==> src/design/jlfd_pkg.sv <==
// Shared types and marker constants for the lossless JPEG frame detector.
package jlfd_pkg;

  localparam logic [7:0] MK_PREFIX = 8'hFF;
  localparam logic [7:0] MK_TEM    = 8'h01;
  localparam logic [7:0] MK_SOI    = 8'hD8;
  localparam logic [7:0] MK_EOI    = 8'hD9;
  localparam logic [7:0] MK_RST0   = 8'hD0;
  localparam logic [7:0] MK_RST7   = 8'hD7;
  localparam logic [7:0] MK_SOS    = 8'hDA;
  localparam logic [7:0] MK_SOF3   = 8'hC3;
  localparam logic [7:0] MK_SOF7   = 8'hC7;
  localparam logic [7:0] MK_SOF11  = 8'hCB;
  localparam logic [7:0] MK_SOF15  = 8'hCF;

  localparam logic [2:0] MIN_BYTES = 3'd4;

  typedef enum logic [2:0] {
    PH_PREFIX = 3'd0,
    PH_MARKER = 3'd1,
    PH_LEN_HI = 3'd2,
    PH_LEN_LO = 3'd3,
    PH_SKIP   = 3'd4
  } phase_t;

  typedef enum logic [2:0] {
    WHY_LOSSLESS   = 3'd0,
    WHY_SOS        = 3'd1,
    WHY_EOI        = 3'd2,
    WHY_NOT_MARKER = 3'd3,
    WHY_BAD_LENGTH = 3'd4,
    WHY_ENDED      = 3'd5,
    WHY_SHORT      = 3'd6
  } reason_t;

  typedef struct packed {
    phase_t      phase;
    logic [15:0] skip;
    logic [7:0]  len_hi;
    logic        decided;
    reason_t     reason;
    logic [2:0]  bytes_seen;
  } walk_state_t;

  typedef struct packed {
    logic    lossless;
    reason_t reason;
  } verdict_t;

  localparam walk_state_t WALK_RESET = '{
    phase:      PH_PREFIX,
    skip:       16'd0,
    len_hi:     8'd0,
    decided:    1'b0,
    reason:     WHY_LOSSLESS,
    bytes_seen: 3'd0
  };

endpackage

==> src/design/jpeg_lossless_frame_detector.sv <==
// Top level: input register, marker walker and verdict register of the frame detector.
// Order: a last byte is loaded into the input register, and its verdict, formed by the
//   combinational walker, then into the result register; a stalled output can hold it back.
// Throughput: one byte per cycle; only a last byte waits on a stalled verdict register.
// Reset (rst, synchronous, active high) clears both valid flags and puts the walker in
//   its prefix phase with no decision held; no clearing pass is needed.
module jpeg_lossless_frame_detector (
  input  logic       clk,
  input  logic       rst,
  input  logic       in_valid,
  output logic       in_stall,
  input  logic [7:0] data_byte,
  input  logic       last_byte,
  output logic       out_valid,
  input  logic       out_stall,
  output logic       is_lossless,
  output logic [2:0] stop_reason
);
  import jlfd_pkg::*;

  logic       q_valid;
  logic [7:0] q_byte;
  logic       q_last;
  logic       advance;
  logic       accept;
  verdict_t   verdict;

  // bytes without a verdict never wait on the output side
  assign advance  = q_valid && (!q_last || !out_valid || !out_stall);
  assign in_stall = q_valid && !advance;
  assign accept   = in_valid && !in_stall;

  always_ff @(posedge clk) begin
    if (rst) begin
      q_valid <= 1'b0;
    end else if (accept) begin
      q_valid <= 1'b1;
    end else if (advance) begin
      q_valid <= 1'b0;
    end
  end

  always_ff @(posedge clk) begin
    if (accept) begin
      q_byte <= data_byte;
      q_last <= last_byte;
    end
  end

  jlfd_walker u_walker (
    .clk     (clk),
    .rst     (rst),
    .step    (advance),
    .byte_in (q_byte),
    .last_in (q_last),
    .verdict (verdict)
  );

  jlfd_out_reg u_out (
    .clk         (clk),
    .rst         (rst),
    .load        (advance && q_last),
    .verdict     (verdict),
    .out_stall   (out_stall),
    .out_valid   (out_valid),
    .is_lossless (is_lossless),
    .stop_reason (stop_reason)
  );

`ifndef SYNTHESIS
  a_stall_only_full: assert property (@(posedge clk) disable iff (rst)
    in_stall |-> q_valid && q_last && out_valid && out_stall)
    else $error("input stalled without a blocked verdict");
  a_verdict_follows: assert property (@(posedge clk) disable iff (rst)
    advance && q_last |=> out_valid) else $error("last byte produced no verdict");
  a_no_spurious: assert property (@(posedge clk) disable iff (rst)
    !out_valid ##1 out_valid |-> $past(advance && q_last))
    else $error("verdict without a last byte");
`endif

endmodule

==> src/design/jlfd_walker.sv <==
// Marker segment walker: parse state registers and per-byte next-state logic.
module jlfd_walker (
  input  logic              clk,
  input  logic              rst,
  input  logic              step,
  input  logic [7:0]        byte_in,
  input  logic              last_in,
  output jlfd_pkg::verdict_t verdict
);
  import jlfd_pkg::*;

  walk_state_t st;
  walk_state_t st_next;
  walk_state_t w;
  logic [15:0] len;
  logic [15:0] skip_dec;

  always_comb begin
    w = st;
    w.bytes_seen = (st.bytes_seen < MIN_BYTES) ? st.bytes_seen + 3'd1 : st.bytes_seen;
    len = {st.len_hi, byte_in};
    skip_dec = st.skip - 16'd1;
    if (!st.decided) begin
      case (st.phase)
        PH_MARKER: begin
          if (byte_in == MK_PREFIX) begin
            w.phase = PH_MARKER;
          end else if (byte_in == MK_EOI) begin
            w.decided = 1'b1;
            w.reason = WHY_EOI;
          end else if (byte_in inside {MK_TEM, MK_SOI, [MK_RST0:MK_RST7]}) begin
            w.phase = PH_PREFIX;
          end else if (byte_in == MK_SOS) begin
            w.decided = 1'b1;
            w.reason = WHY_SOS;
          end else if (byte_in inside {MK_SOF3, MK_SOF7, MK_SOF11, MK_SOF15}) begin
            w.decided = 1'b1;
            w.reason = WHY_LOSSLESS;
          end else begin
            w.phase = PH_LEN_HI;
          end
        end
        PH_LEN_HI: begin
          w.len_hi = byte_in;
          w.phase = PH_LEN_LO;
        end
        PH_LEN_LO: begin
          if (len < 16'd2) begin
            w.decided = 1'b1;
            w.reason = WHY_BAD_LENGTH;
          end else begin
            w.skip = len - 16'd2;
            w.phase = (len != 16'd2) ? PH_SKIP : PH_PREFIX;
          end
        end
        PH_SKIP: begin
          w.skip = skip_dec;
          if (skip_dec == 16'd0) w.phase = PH_PREFIX;
        end
        default: begin
          // prefix slot; the final byte here is never examined
          if (!last_in) begin
            if (byte_in != MK_PREFIX) begin
              w.decided = 1'b1;
              w.reason = WHY_NOT_MARKER;
            end else begin
              w.phase = PH_MARKER;
            end
          end
        end
      endcase
    end

    if (w.bytes_seen < MIN_BYTES) verdict.reason = WHY_SHORT;
    else if (w.decided)           verdict.reason = w.reason;
    else                          verdict.reason = WHY_ENDED;
    verdict.lossless = (verdict.reason == WHY_LOSSLESS);

    st_next = last_in ? WALK_RESET : w;
  end

  always_ff @(posedge clk) begin
    if (rst) begin
      st <= WALK_RESET;
    end else if (step) begin
      st <= st_next;
    end
  end

`ifndef SYNTHESIS
  a_phase_legal: assert property (@(posedge clk) disable iff (rst)
    st.phase <= PH_SKIP) else $error("walker phase out of range");
  a_skip_nonzero: assert property (@(posedge clk) disable iff (rst)
    st.phase == PH_SKIP |-> st.skip != 16'd0) else $error("skip phase with zero count");
  a_reason_idle: assert property (@(posedge clk) disable iff (rst)
    !st.decided |-> st.reason == WHY_LOSSLESS) else $error("reason set while undecided");
  a_decided_holds: assert property (@(posedge clk) disable iff (rst)
    st.decided && step && !last_in |=> st.decided && $stable(st.reason))
    else $error("decision lost before last byte");
`endif

endmodule

==> src/design/jlfd_out_reg.sv <==
// Result register holding one verdict until the downstream transfer.
module jlfd_out_reg (
  input  logic               clk,
  input  logic               rst,
  input  logic               load,
  input  jlfd_pkg::verdict_t verdict,
  input  logic               out_stall,
  output logic               out_valid,
  output logic               is_lossless,
  output logic [2:0]         stop_reason
);
  import jlfd_pkg::*;

  always_ff @(posedge clk) begin
    if (rst) begin
      out_valid <= 1'b0;
    end else if (load) begin
      out_valid <= 1'b1;
    end else if (!out_stall) begin
      out_valid <= 1'b0;
    end
  end

  always_ff @(posedge clk) begin
    if (load) begin
      is_lossless <= verdict.lossless;
      stop_reason <= verdict.reason;
    end
  end

`ifndef SYNTHESIS
  a_no_overwrite: assert property (@(posedge clk) disable iff (rst)
    load |-> !out_valid || !out_stall) else $error("verdict overwritten while stalled");
  a_flag_matches: assert property (@(posedge clk) disable iff (rst)
    out_valid |-> is_lossless == (stop_reason == WHY_LOSSLESS))
    else $error("lossless flag disagrees with reason");
  a_reason_range: assert property (@(posedge clk) disable iff (rst)
    out_valid |-> stop_reason <= WHY_SHORT) else $error("stop reason out of range");
`endif

endmodule
==> config.mk <==
export PLATFORM = sky130hd
export DESIGN_NAME = jpeg_lossless_frame_detector
export DESIGN_NICKNAME = d
export VERILOG_FILES = /design/src/design/jlfd_pkg.sv /design/src/design/jpeg_lossless_frame_detector.sv /design/src/design/jlfd_walker.sv /design/src/design/jlfd_out_reg.sv
export SDC_FILE = /design/constraint.sdc
export NUM_CORES = 1
export LEC_CHECK = 0
export BUFFER_PORTS_ARGS = -buffer_cell sky130_fd_sc_hd__buf_2
export CORE_MARGIN = 5
export CORE_UTILIZATION = 60
export DETAILED_ROUTE_END_ITERATION = 7
export GPL_ROUTABILITY_DRIVEN = 0
export PLACE_DENSITY = 0.76
export SLEW_MARGIN = 20
export SYNTH_ARGS = -nofsm -noshare
export SYNTH_HDL_FRONTEND = slang
export SYNTH_SLANG_ARGS = --single-unit
==> constraint.sdc <==
create_clock -name clk -period 3.1 [get_ports clk]
set_input_delay 0.31 -clock clk [delete_from_list [all_inputs] [get_ports clk]]
set_output_delay 0.31 -clock clk [all_outputs]
set_load 0.01 [all_outputs]
==> run_results.csv, run 1 <==
group,metric,value,unit
run_status,status,"completed",
sta,fin_crit,2.558,ns
synthesis,synth-main-ff-cell,"dfxtp_1",
synthesis,yosysWarnings,0,
finish,nets,410,
global_routing,grtUsageMet1,35.91,%
finish,antenna_cells,0,
clock_tree,clk_pin_slew,0.09,ns
finish,area_growth,7.766,%
flow_run,maxCapViolCount,0,
clock_tree,root_buffer,"clkbuf_8",
place,hpwl,5.434,mm
die,start_util,61.27,%
power_and_ir_drop,p_per_area,370.1,mW/mm^2
finish,final_cell_mix,"44 x nand2_1, 36 x dfxtp_1, 31 x nor2_1, 28 x a21oi_1, 20 x nand3_1",
global_routing,groute.usage.overall,23.75,%
global_routing,use_met3,3.838,%
global_routing,grt_pass1_vias,2509,
detailed_routing,drt-wirelength-per-cell,16.22,um
sta,fin_tns_setup,0,ns
synthesis,synth_area,0.003109,mm^2
sta,fmax,390.9,MHz
die,core,0.005075,mm^2
sta,relSlewSlack,35.62,%
global_routing,antenna_found_initial,0,
synthesis,synth_top_area_cell,"dfxtp_1",
clock_tree,clock_latency,0.30,ns
power_and_ir_drop,ir_worst_vdd,0.3149,mV
finish,final_common_cell,"nand2_1",
global_routing,met2_usage,35.06,%
clock_tree,cts_sinks,49,
place,port_buffers,18,
synthesis,syn_nets,398,
sta,drv_slew,0,
detailed_routing,wirelength,7.510,mm
detailed_routing,dr.pass1.iters,5,
detailed_routing,vias_per_cell,6.285,
power_and_ir_drop,finalPower,0.001240,W
clock_tree,htreeDepth,2,
detailed_routing,vias,2910,
die,die_y,81.99,um
synthesis,yosys.area.top_type_share,23.18,%
clock_tree,cts_setup_buffers,0,
die,floorplan.io_pins,19,
finish,drive_gt1_share,12.47,%
synthesis,async_reset_ff_share,0,%
sta,hold_ws,0.1798,ns
setup_path,cp.arrival,2.76,ns
die,fp.dieW,81.99,um
synthesis,ys_top_cells_by_area,"dfxtp_1 23%, edfxtp_1 13%, nand2_1 5.3%",
sta,final-setup-viol-count,0,
clock_tree,holdBufCountCts,0,
synthesis,syn_avg_cell_area,8.182,um^2
detailed_routing,drc,0,
setup_path,cp-end-kind,"flop",
setup_path,critPathTopFamily,"simple AND/OR/NAND/NOR gates",
synthesis,synth_cell_types,66,
setup_path,crit_path_start_kind,"flop",
synthesis,synth_edf_count,13,
clock_tree,numCtsBuffers,5,
die,die_area,0.006722,mm^2
synthesis,netlist_instances,380,
die,num_rows,26,
clock_tree,cts_resized,0,
sta,skew,0.007884,ns
sta,hold_viol_final,0,
synthesis,synth_seq_cells,49,
detailed_routing,drtIter0Drc,358,
clock_tree,ctsLongestPathBuffers,2,
setup_path,crit_fanout,9,
sta,tightest_slew,0.9413,ns
min_path,hold_class,"primary input to flop",
global_routing,grt.busiest_layer,"met1",
setup_path,max_stage_delay,0.52,ns
setup_path,path_buf_inv,1,
sta,finalCritPeriodShare,82.52,%
setup_path,path_cells,"inv_1 > ha_1 > or4b_4 > or2_1 > or4_1 > xor2_1 > mux2i_1 > a32o_1",
setup_path,crit_path_top_delay_cell,"or4b_4",
detailed_routing,antenna_left,0,
global_routing,overflow,0,
synthesis,yosysSeqAreaShare,35.73,%
setup_path,path_class,"flop to flop",
global_routing,grt_max_degree,33,
sta,rsz0062_at_grt,"no",
power_and_ir_drop,leakage,1.220,nW
setup_path,critPathRequiredTime,3.31,ns
clock_tree,tritoncts,"built",
global_routing,grt_pass1_wl,12.40,mm
kinds of logic after synthesis:
kind of cell             after synthesis  share of synthesized area, %
AO/OA/AOI/OAI                         94                         20.56
XOR/XNOR                              22                         6.197
adder cells (fa/ha/maj)                5                         2.012
buffers and inverters                 36                         4.869
flip-flops                            49                         35.73
multiplexers                           2                        0.6841
AND/OR/NAND/NOR                      172                         29.94
routing by layer:
layer	wire length [um]	up-vias
met3	626	13
met5	0	-
met2	3245	134
met4	104	0
li1	-	1424
met1	3533	1339
layout make-up:
type	instances	area [um^2]
clock inverters	3	21.27
flip-flops and latches	49	1111
clock buffers	5	68.82
multi-input cells	295	1852
well taps	70	87.58
repair buffers	27	157.7
inverters	14	52.55
fillers	449	1724
power by group:
group,leakage [nW],switching [W],total (W),internal [W]
Combinational,0.766,0.0000923,0.000159,0.0000667
Clock,0.0445,0.000219,0.000379,0.000160
Sequential,0.410,0.0000298,0.000702,0.000672
Total,1.22,0.000341,0.00124,0.000899
stage by stage:
stage                     instance area (um^2)  instances  setup WS [ns]  utilization (%)
after CTS                                 3351        463         0.5403            66.03
after global placement                    3261        455         0.6183            64.25
final                                     3351        463         0.5418            66.03
after detailed placement                  3261        455         0.5507            64.25
after global routing                      3351        463         0.3828            66.03
after floorplan                           3109        380         0.7369                -
sequential cells by signal (all words and copies together) (netlist names):
register,cells
q_valid,1
q_last,1
u_out.out_valid,1
u_out.is_lossless,1
u_walker.len,8
q_byte,8
u_walker.st,26
u_out.stop_reason,3
path summary, 6_finish.rpt:
check / slack [ns] / end / cells after the start / start
max: 0.54 / u_walker.st[27] / 8 / u_walker.st[15]
min: 0.18 / q_byte[1] / 1 / data_byte[1]
max reg2reg: 0.54 / u_walker.st[27] / 8 / u_walker.st[15]
min reg2reg: 0.51 / u_walker.len[14] / 2 / u_walker.len[14]
synth_stat cells, drive strengths merged, types with 6 or more instances:
cell type  count
nand2         44
edfxtp        13
nor3          18
nand3         20
inv           14
nand4          7
buf            6
dfxtp         36
or3            6
xnor2          9
o21ai         16
a32o           6
nor2          31
clkbuf        16
a21oi         28
nor4           9
xor2          13
worst reg2reg max path, delay by kind of cell (launching register included):
family | cells | cell delay (ns)
xor+xnor | 1 | 0.15
mux | 1 | 0.08
buf+inv | 1 | 0.08
fa+ha+maj | 1 | 0.29
flops | 1 | 0.39
simple gates | 3 | 1.25
compound gates | 1 | 0.23
No activity file was read; power rests on OpenSTA's default activity.
==> inputs of run 2 (changes only) <==
Settings changed: ABC_AREA from default to 1, CORE_UTILIZATION 60 to 55, PLACE_DENSITY 0.76 to 0.73.
Clock period 3.1 ns to 2.35 ns, I/O delays scaled along.
==> run_results.csv, run 2 <==
group,metric,value,unit
power_and_ir_drop,p_per_area,548.9,mW/mm^2
sta,tightest_slew,0.3837,ns
synthesis,syn_avg_cell_area,6.740,um^2
clock_tree,cts_setup_buffers,0,
setup_path,path_common_cell,"nand2_1",
finish,largest_reg_flops,26,
die,num_rows,27,
synthesis,ys_top_cells_by_area,"dfxtp_1 22%, nand2_1 15%, edfxtp_1 12%",
synthesis,yosysMostFrequentCell,"nand2_1",
setup_path,cp.arrival,2.20,ns
clock_tree,numCtsBuffers,5,
setup_path,critPathRequiredTime,2.42,ns
power_and_ir_drop,p_clk_share,26.0,%
power_and_ir_drop,p_int,0.001270,W
global_routing,antenna_found_initial,0,
synthesis,ys_top_cells_by_count,"129 x nand2_1, 58 x nor2_1, 52 x inv_1",
die,die_y,86.38,um
finish,largest-register,"u_walker.st",
die,core,0.005574,mm^2
synthesis,yosys.area.top_type_share,22.46,%
synthesis,synth-main-ff-cell,"dfxtp_1",
power_and_ir_drop,sequentialPowerShare,49.0,%
synthesis,netlist_instances,476,
synthesis,synth_cell_types,42,
synthesis,yosysWarnings,0,
synthesis,synth_seq_cells,49,
clock_tree,htreeDepth,2,
detailed_routing,wirelength,7.316,mm
die,floorplan.io_pins,19,
sta,fin_crit,2.135,ns
synthesis,synth_area,0.003208,mm^2
sta,skew,0.005715,ns
power_and_ir_drop,combPwrFrac,24.9,%
die,die_area,0.007461,mm^2
sta,drv_slew,0,
setup_path,crit_cells,14,
sta,hold_ws,0.1020,ns
setup_path,r2r_start,"q_byte[5]",
clock_tree,holdBufCountCts,0,
global_routing,grt_pass1_wl,12.94,mm
setup_path,cp-end-kind,"flop",
synthesis,yosysSeqAreaShare,34.63,%
setup_path,r2r_end,"u_out.is_lossless",
die,start_util,57.55,%
setup_path,critPathTopFamily,"simple AND/OR/NAND/NOR gates",
finish,num-fill-cells,550,
run_status,status,"completed",
detailed_routing,dr.pass1.iters,5,
finish,nets,516,
place,hpwl,5.617,mm
place,port_buffers,18,
detailed_routing,drtIter0Drc,188,
min_path,min_to,"q_byte[0]",
finish,final_cell_mix,"129 x nand2_1, 58 x nor2_1, 52 x inv_1, 42 x a21oi_1, 36 x dfxtp_1",
synthesis,synth_edf_count,13,
setup_path,path_class,"flop to flop",
global_routing,grt_max_degree,27,
clock_tree,ctsLongestPathBuffers,2,
clock_tree,cts_sinks,49,
clock_tree,root_buffer,"clkbuf_8",
global_routing,grt_pass1_vias,2869,
clock_tree,tritoncts,"built",
detailed_routing,drc,0,
detailed_routing,vias_per_cell,5.370,
setup_path,r2r_cells,14,
sta,hold_viol_final,0,
clock_tree,cts_resized,0,
min_path,min_from,"data_byte[0]",
power_and_ir_drop,power.switching,0.0006410,W
setup_path,max_stage_delay,0.45,ns
min_path,hold_depth,1,
finish,final_common_cell,"nand2_1",
detailed_routing,antenna_left,0,
synthesis,async_reset_ff_share,0,%
detailed_routing,drt-wirelength-per-cell,12.81,um
synthesis,synth_top_area_cell,"dfxtp_1",
clock_tree,clk_pin_slew,0.09,ns
global_routing,overflow,0,
finish,drive_gt1_share,13.63,%
sta,rsz0062_at_grt,"no",
sta,relSlewSlack,74.33,%
global_routing,groute.usage.overall,21.23,%
setup_path,path_buf_inv,3,
power_and_ir_drop,power.share.switching,33.54,%
detailed_routing,vias,3066,
sta,fmax,468.5,MHz
finish,area_growth,8.541,%
power_and_ir_drop,ir_worst_vdd,0.3373,mV
finish,antenna_cells,0,
flow_run,maxCapViolCount,0,
setup_path,path_cells,"inv_1 > nand3_1 > nor3_2 > nand2_1 > inv_2 > nand2_1 > nand2_1 > inv_1 > o21ai_1 > nand2_1 > nand2_2 > nand3_1 > nand2_1 > nor2_1",
sta,fin_tns_setup,0,ns
synthesis,syn_nets,494,
setup_path,crit_fanout,6,
setup_path,r2r_slack,0.22,ns
die,fp.dieW,86.38,um
power_and_ir_drop,leakage,1.568,nW
sta,final-setup-viol-count,0,
sta,finalCritPeriodShare,90.83,%
setup_path,crit_path_top_delay_cell,"edfxtp_1",
min_path,hold_class,"primary input to flop",
clock_tree,clock_latency,0.30,ns
setup_path,crit_path_start_kind,"flop",
run 2: cell count changes after synthesis, sizes merged, moves of 7 or more:
cell | before | now
nand2 | 44 | 134
inv | 14 | 58
nor2 | 31 | 69
a21oi | 28 | 42
nand3 | 20 | 32
clkbuf | 16 | 6
nor3 | 18 | 10
nor4 | 9 | 1
xnor2 | 9 | 2
xor2 | 13 | 6
run 2: stage by stage:
step	area (um^2)	worst slack (ns)	utilization, %	cells	total power, W
finish	3482	0.2154	62.47	571	0.001911
global route	3482	0.09945	62.47	571	0.002045
CTS	3482	0.2750	62.47	571	0.001924
detailed placement	3395	0.2836	60.90	563	0.001425
global placement	3395	0.3017	60.90	563	0.001418
floorplan	3208	0.5832	-	476	0.001311
run 2: logic make-up (layout without fill, tap and decap cells):
family | Yosys count | count (layout) | share of synthesized area, %
xor gates and xnor gates | 8 | 8 | 2.184
adders and majority gates | 5 | 5 | 1.950
AOI/OAI and AO/OA | 84 | 84 | 14.90
DFF | 49 | 49 | 34.63
buffers and inverters | 71 | 94 | 8.697
and+or+nand+nor | 259 | 259 | 37.64
run 2: final cells by class:
type                       instances  area [um^2]  share of cell area [%]
timing repair buffer              26        150.1                   4.312
clock inverter                     2        15.01                  0.4312
sequential                        49         1111                   31.91
tap                               72        90.09                   2.587
clock buffer                       6        72.57                   2.084
multi-input combinational        356         1818                   52.21
inverter                          60        225.2                   6.468
run 2: how the worst max path moves through the flow:
stage,startpoint,endpoint,slack [ns]
after detailed placement,q_byte[5],u_out.is_lossless,0.28
after CTS,q_byte[5],u_out.is_lossless,0.27
after floorplan,q_byte[1],u_walker.st[28],0.58
final,q_byte[5],u_out.is_lossless,0.22
after global placement,q_byte[5],u_out.is_lossless,0.30
after global routing,u_walker.st[15],u_walker.st[33],0.1
run 2: power groups by stage:
stage,Clock [W],Sequential (W),Combinational [W]
6_report,0.000498,0.000937,0.000476
3_5_place_dp,0,0.000955,0.000469
5_1_grt,0.000558,0.000942,0.000544
3_3_place_gp,0,0.000955,0.000462
2_1_floorplan,0,0.000946,0.000365
4_1_cts,0.000516,0.000936,0.000473
run 2: layer usage:
| layer | global-route usage [%] | wire (um) |
|---|---|---|
| met1 | 29.25 | 3505 |
| met2 | 33.31 | 3167 |
| met3 | 3.802 | 468 |
| met4 | 7.649 | 175 |
| met5 | 0 | 0 |
==> inputs of run 3 (changes only) <==
Settings changed: CAP_MARGIN from default to 30, CORE_UTILIZATION 55 to 32, PLACE_DENSITY 0.73 to 0.46.
==> run_results.csv, run 3 (same netlist as run 2, synthesis figures left out) <==
group,metric,value,unit
run_status,status,"completed",
setup_path,crit_fanout,6,
setup_path,cp-end-kind,"flop",
clock_tree,ctsLongestPathBuffers,2,
sta,hold_viol_final,0,
finish,nets,517,
global_routing,grt_pass1_vias,2796,
power_and_ir_drop,leakage,1.594,nW
finish,antenna_cells,0,
global_routing,overflow,0,
die,num_rows,36,
clock_tree,clk_pin_slew,0.09,ns
finish,drive_gt1_share,14.20,%
die,start_util,32.82,%
clock_tree,cts_sinks,49,
finish,largest_reg_flops,26,
setup_path,r2r_slack,0.28,ns
place,postPlaceCellArea,0.003478,mm^2
min_path,min_to,"q_byte[2]",
setup_path,r2r_cells,14,
clock_tree,holdBufCountCts,0,
finish,finish.utilization,36.84,%
sta,drv_slew,0,
detailed_routing,dr.pass1.iters,4,
place,port_buffers,18,
clock_tree,clock_latency,0.30,ns
die,die_y,110.1,um
detailed_routing,wirelength,8.184,mm
sta,fmax,482.5,MHz
sta,relSlewSlack,53.24,%
finish,area_growth,12.25,%
power_and_ir_drop,ir_worst_vdd,0.2249,mV
sta,tightest_slew,0.6988,ns
setup_path,critPathRequiredTime,2.42,ns
die,floorplan.io_pins,19,
finish,final_common_cell,"nand2_1",
setup_path,r2r_start,"q_byte[5]",
setup_path,cp.arrival,2.14,ns
detailed_routing,vias_per_cell,4.701,
global_routing,grt_max_degree,27,
global_routing,grt_pass1_wl,13.83,mm
finish,design_area,0.003601,mm^2
setup_path,r2r_end,"u_out.is_lossless",
finish,final_cell_mix,"129 x nand2_1, 58 x nor2_1, 52 x inv_1, 42 x a21oi_1, 36 x dfxtp_1",
die,die_area,0.01213,mm^2
global_routing,antenna_found_initial,0,
global_routing,groute.usage.overall,14.46,%
clock_tree,tritoncts,"built",
clock_tree,numCtsBuffers,5,
power_and_ir_drop,p_per_area,563.1,mW/mm^2
detailed_routing,drtIter0Drc,158,
detailed_routing,vias,2976,
place,hpwl,6.449,mm
detailed_routing,drt-wirelength-per-cell,12.93,um
sta,fin_crit,2.073,ns
die,fp.dieW,110.1,um
finish,largest-register,"u_walker.st",
setup_path,path_class,"flop to flop",
flow_run,maxCapViolCount,0,
clock_tree,root_buffer,"clkbuf_8",
detailed_routing,antenna_left,0,
sta,skew,0.006023,ns
sta,final-setup-viol-count,0,
setup_path,crit_path_start_kind,"flop",
min_path,min_from,"data_byte[2]",
detailed_routing,drc,0,
power_and_ir_drop,finalPower,0.002028,W
clock_tree,htreeDepth,2,
sta,finalCritPeriodShare,88.19,%
clock_tree,cts_setup_buffers,0,
min_path,hold_depth,1,
clock_tree,cts_resized,0,
min_path,hold_class,"primary input to flop",
die,core,0.009774,mm^2
run 3: worst max-delay path, stage by stage (launching register included):
cell	delay, ns
edfxtp_1	0.45
inv_1	0.21
nand3_1	0.12
nor3_2	0.20
nand2_1	0.09
inv_2	0.08
nand2_1	0.08
nand2_1	0.08
inv_1	0.05
o21ai_1	0.06
nand2_1	0.07
nand2_2	0.10
nand3_1	0.10
nand2_1	0.10
nor2_1	0.05
run 3: layout make-up:
class                           instances  area, um^2
Inverter                               60       225.2
Fill cell                            1098        6173
Sequential cell                        49        1111
Multi-Input combinational cell        356        1833
Tap cell                              133       166.4
Clock buffer                            6       72.57
Timing Repair Buffer                   27       157.7
Clock inverter                          2       35.03
run 3: worst max-delay path by stage:
stage,start,to,slack [ns],depth (start not counted)
6_report,q_byte[5],u_out.is_lossless,0.28,14
5_1_grt,u_walker.st[15],u_walker.st[32],-0.009,16
4_1_cts,u_walker.st[15],u_walker.st[31],0.22,16
3_5_place_dp,u_walker.st[15],u_walker.st[33],0.24,16
3_3_place_gp,u_walker.st[15],u_walker.st[31],0.21,15
2_1_floorplan,q_byte[1],u_walker.st[28],0.58,11
run 3: metal layers:
metal	wire (um)	share of wire, %	vias to the layer above	track usage (%)
li1	-	-	1592	-
met1	4366	53	1335	21.43
met2	3503	43	41	22.14
met3	238	2.9	8	2.155
met4	76	0.93	0	3.166
met5	0	0	-	0
run 3: power breakdown:
| part | internal, W | switching, W |
|---|---|---|
| logic | 0.000165 | 0.000334 |
| clock network | 0.000316 | 0.000280 |
| registers | 0.000899 | 0.0000333 |
| total | 0.00138 | 0.000647 |
run 3: through the flow:
| stage | hold WS [ns] | TNS, ns | setup slack [ns] | cells |
|---|---|---|---|---|
| after global placement | 0.4121 | 0 | 0.2145 | 625 |
| after CTS | 0.09250 | 0 | 0.2172 | 633 |
| after floorplan | 0.3339 | 0 | 0.5832 | 476 |
| final | 0.1017 | 0 | 0.2774 | 633 |
| after global routing | 0.07837 | -0.008876 | -0.008876 | 633 |
| after detailed placement | 0.4131 | 0 | 0.2405 | 625 |
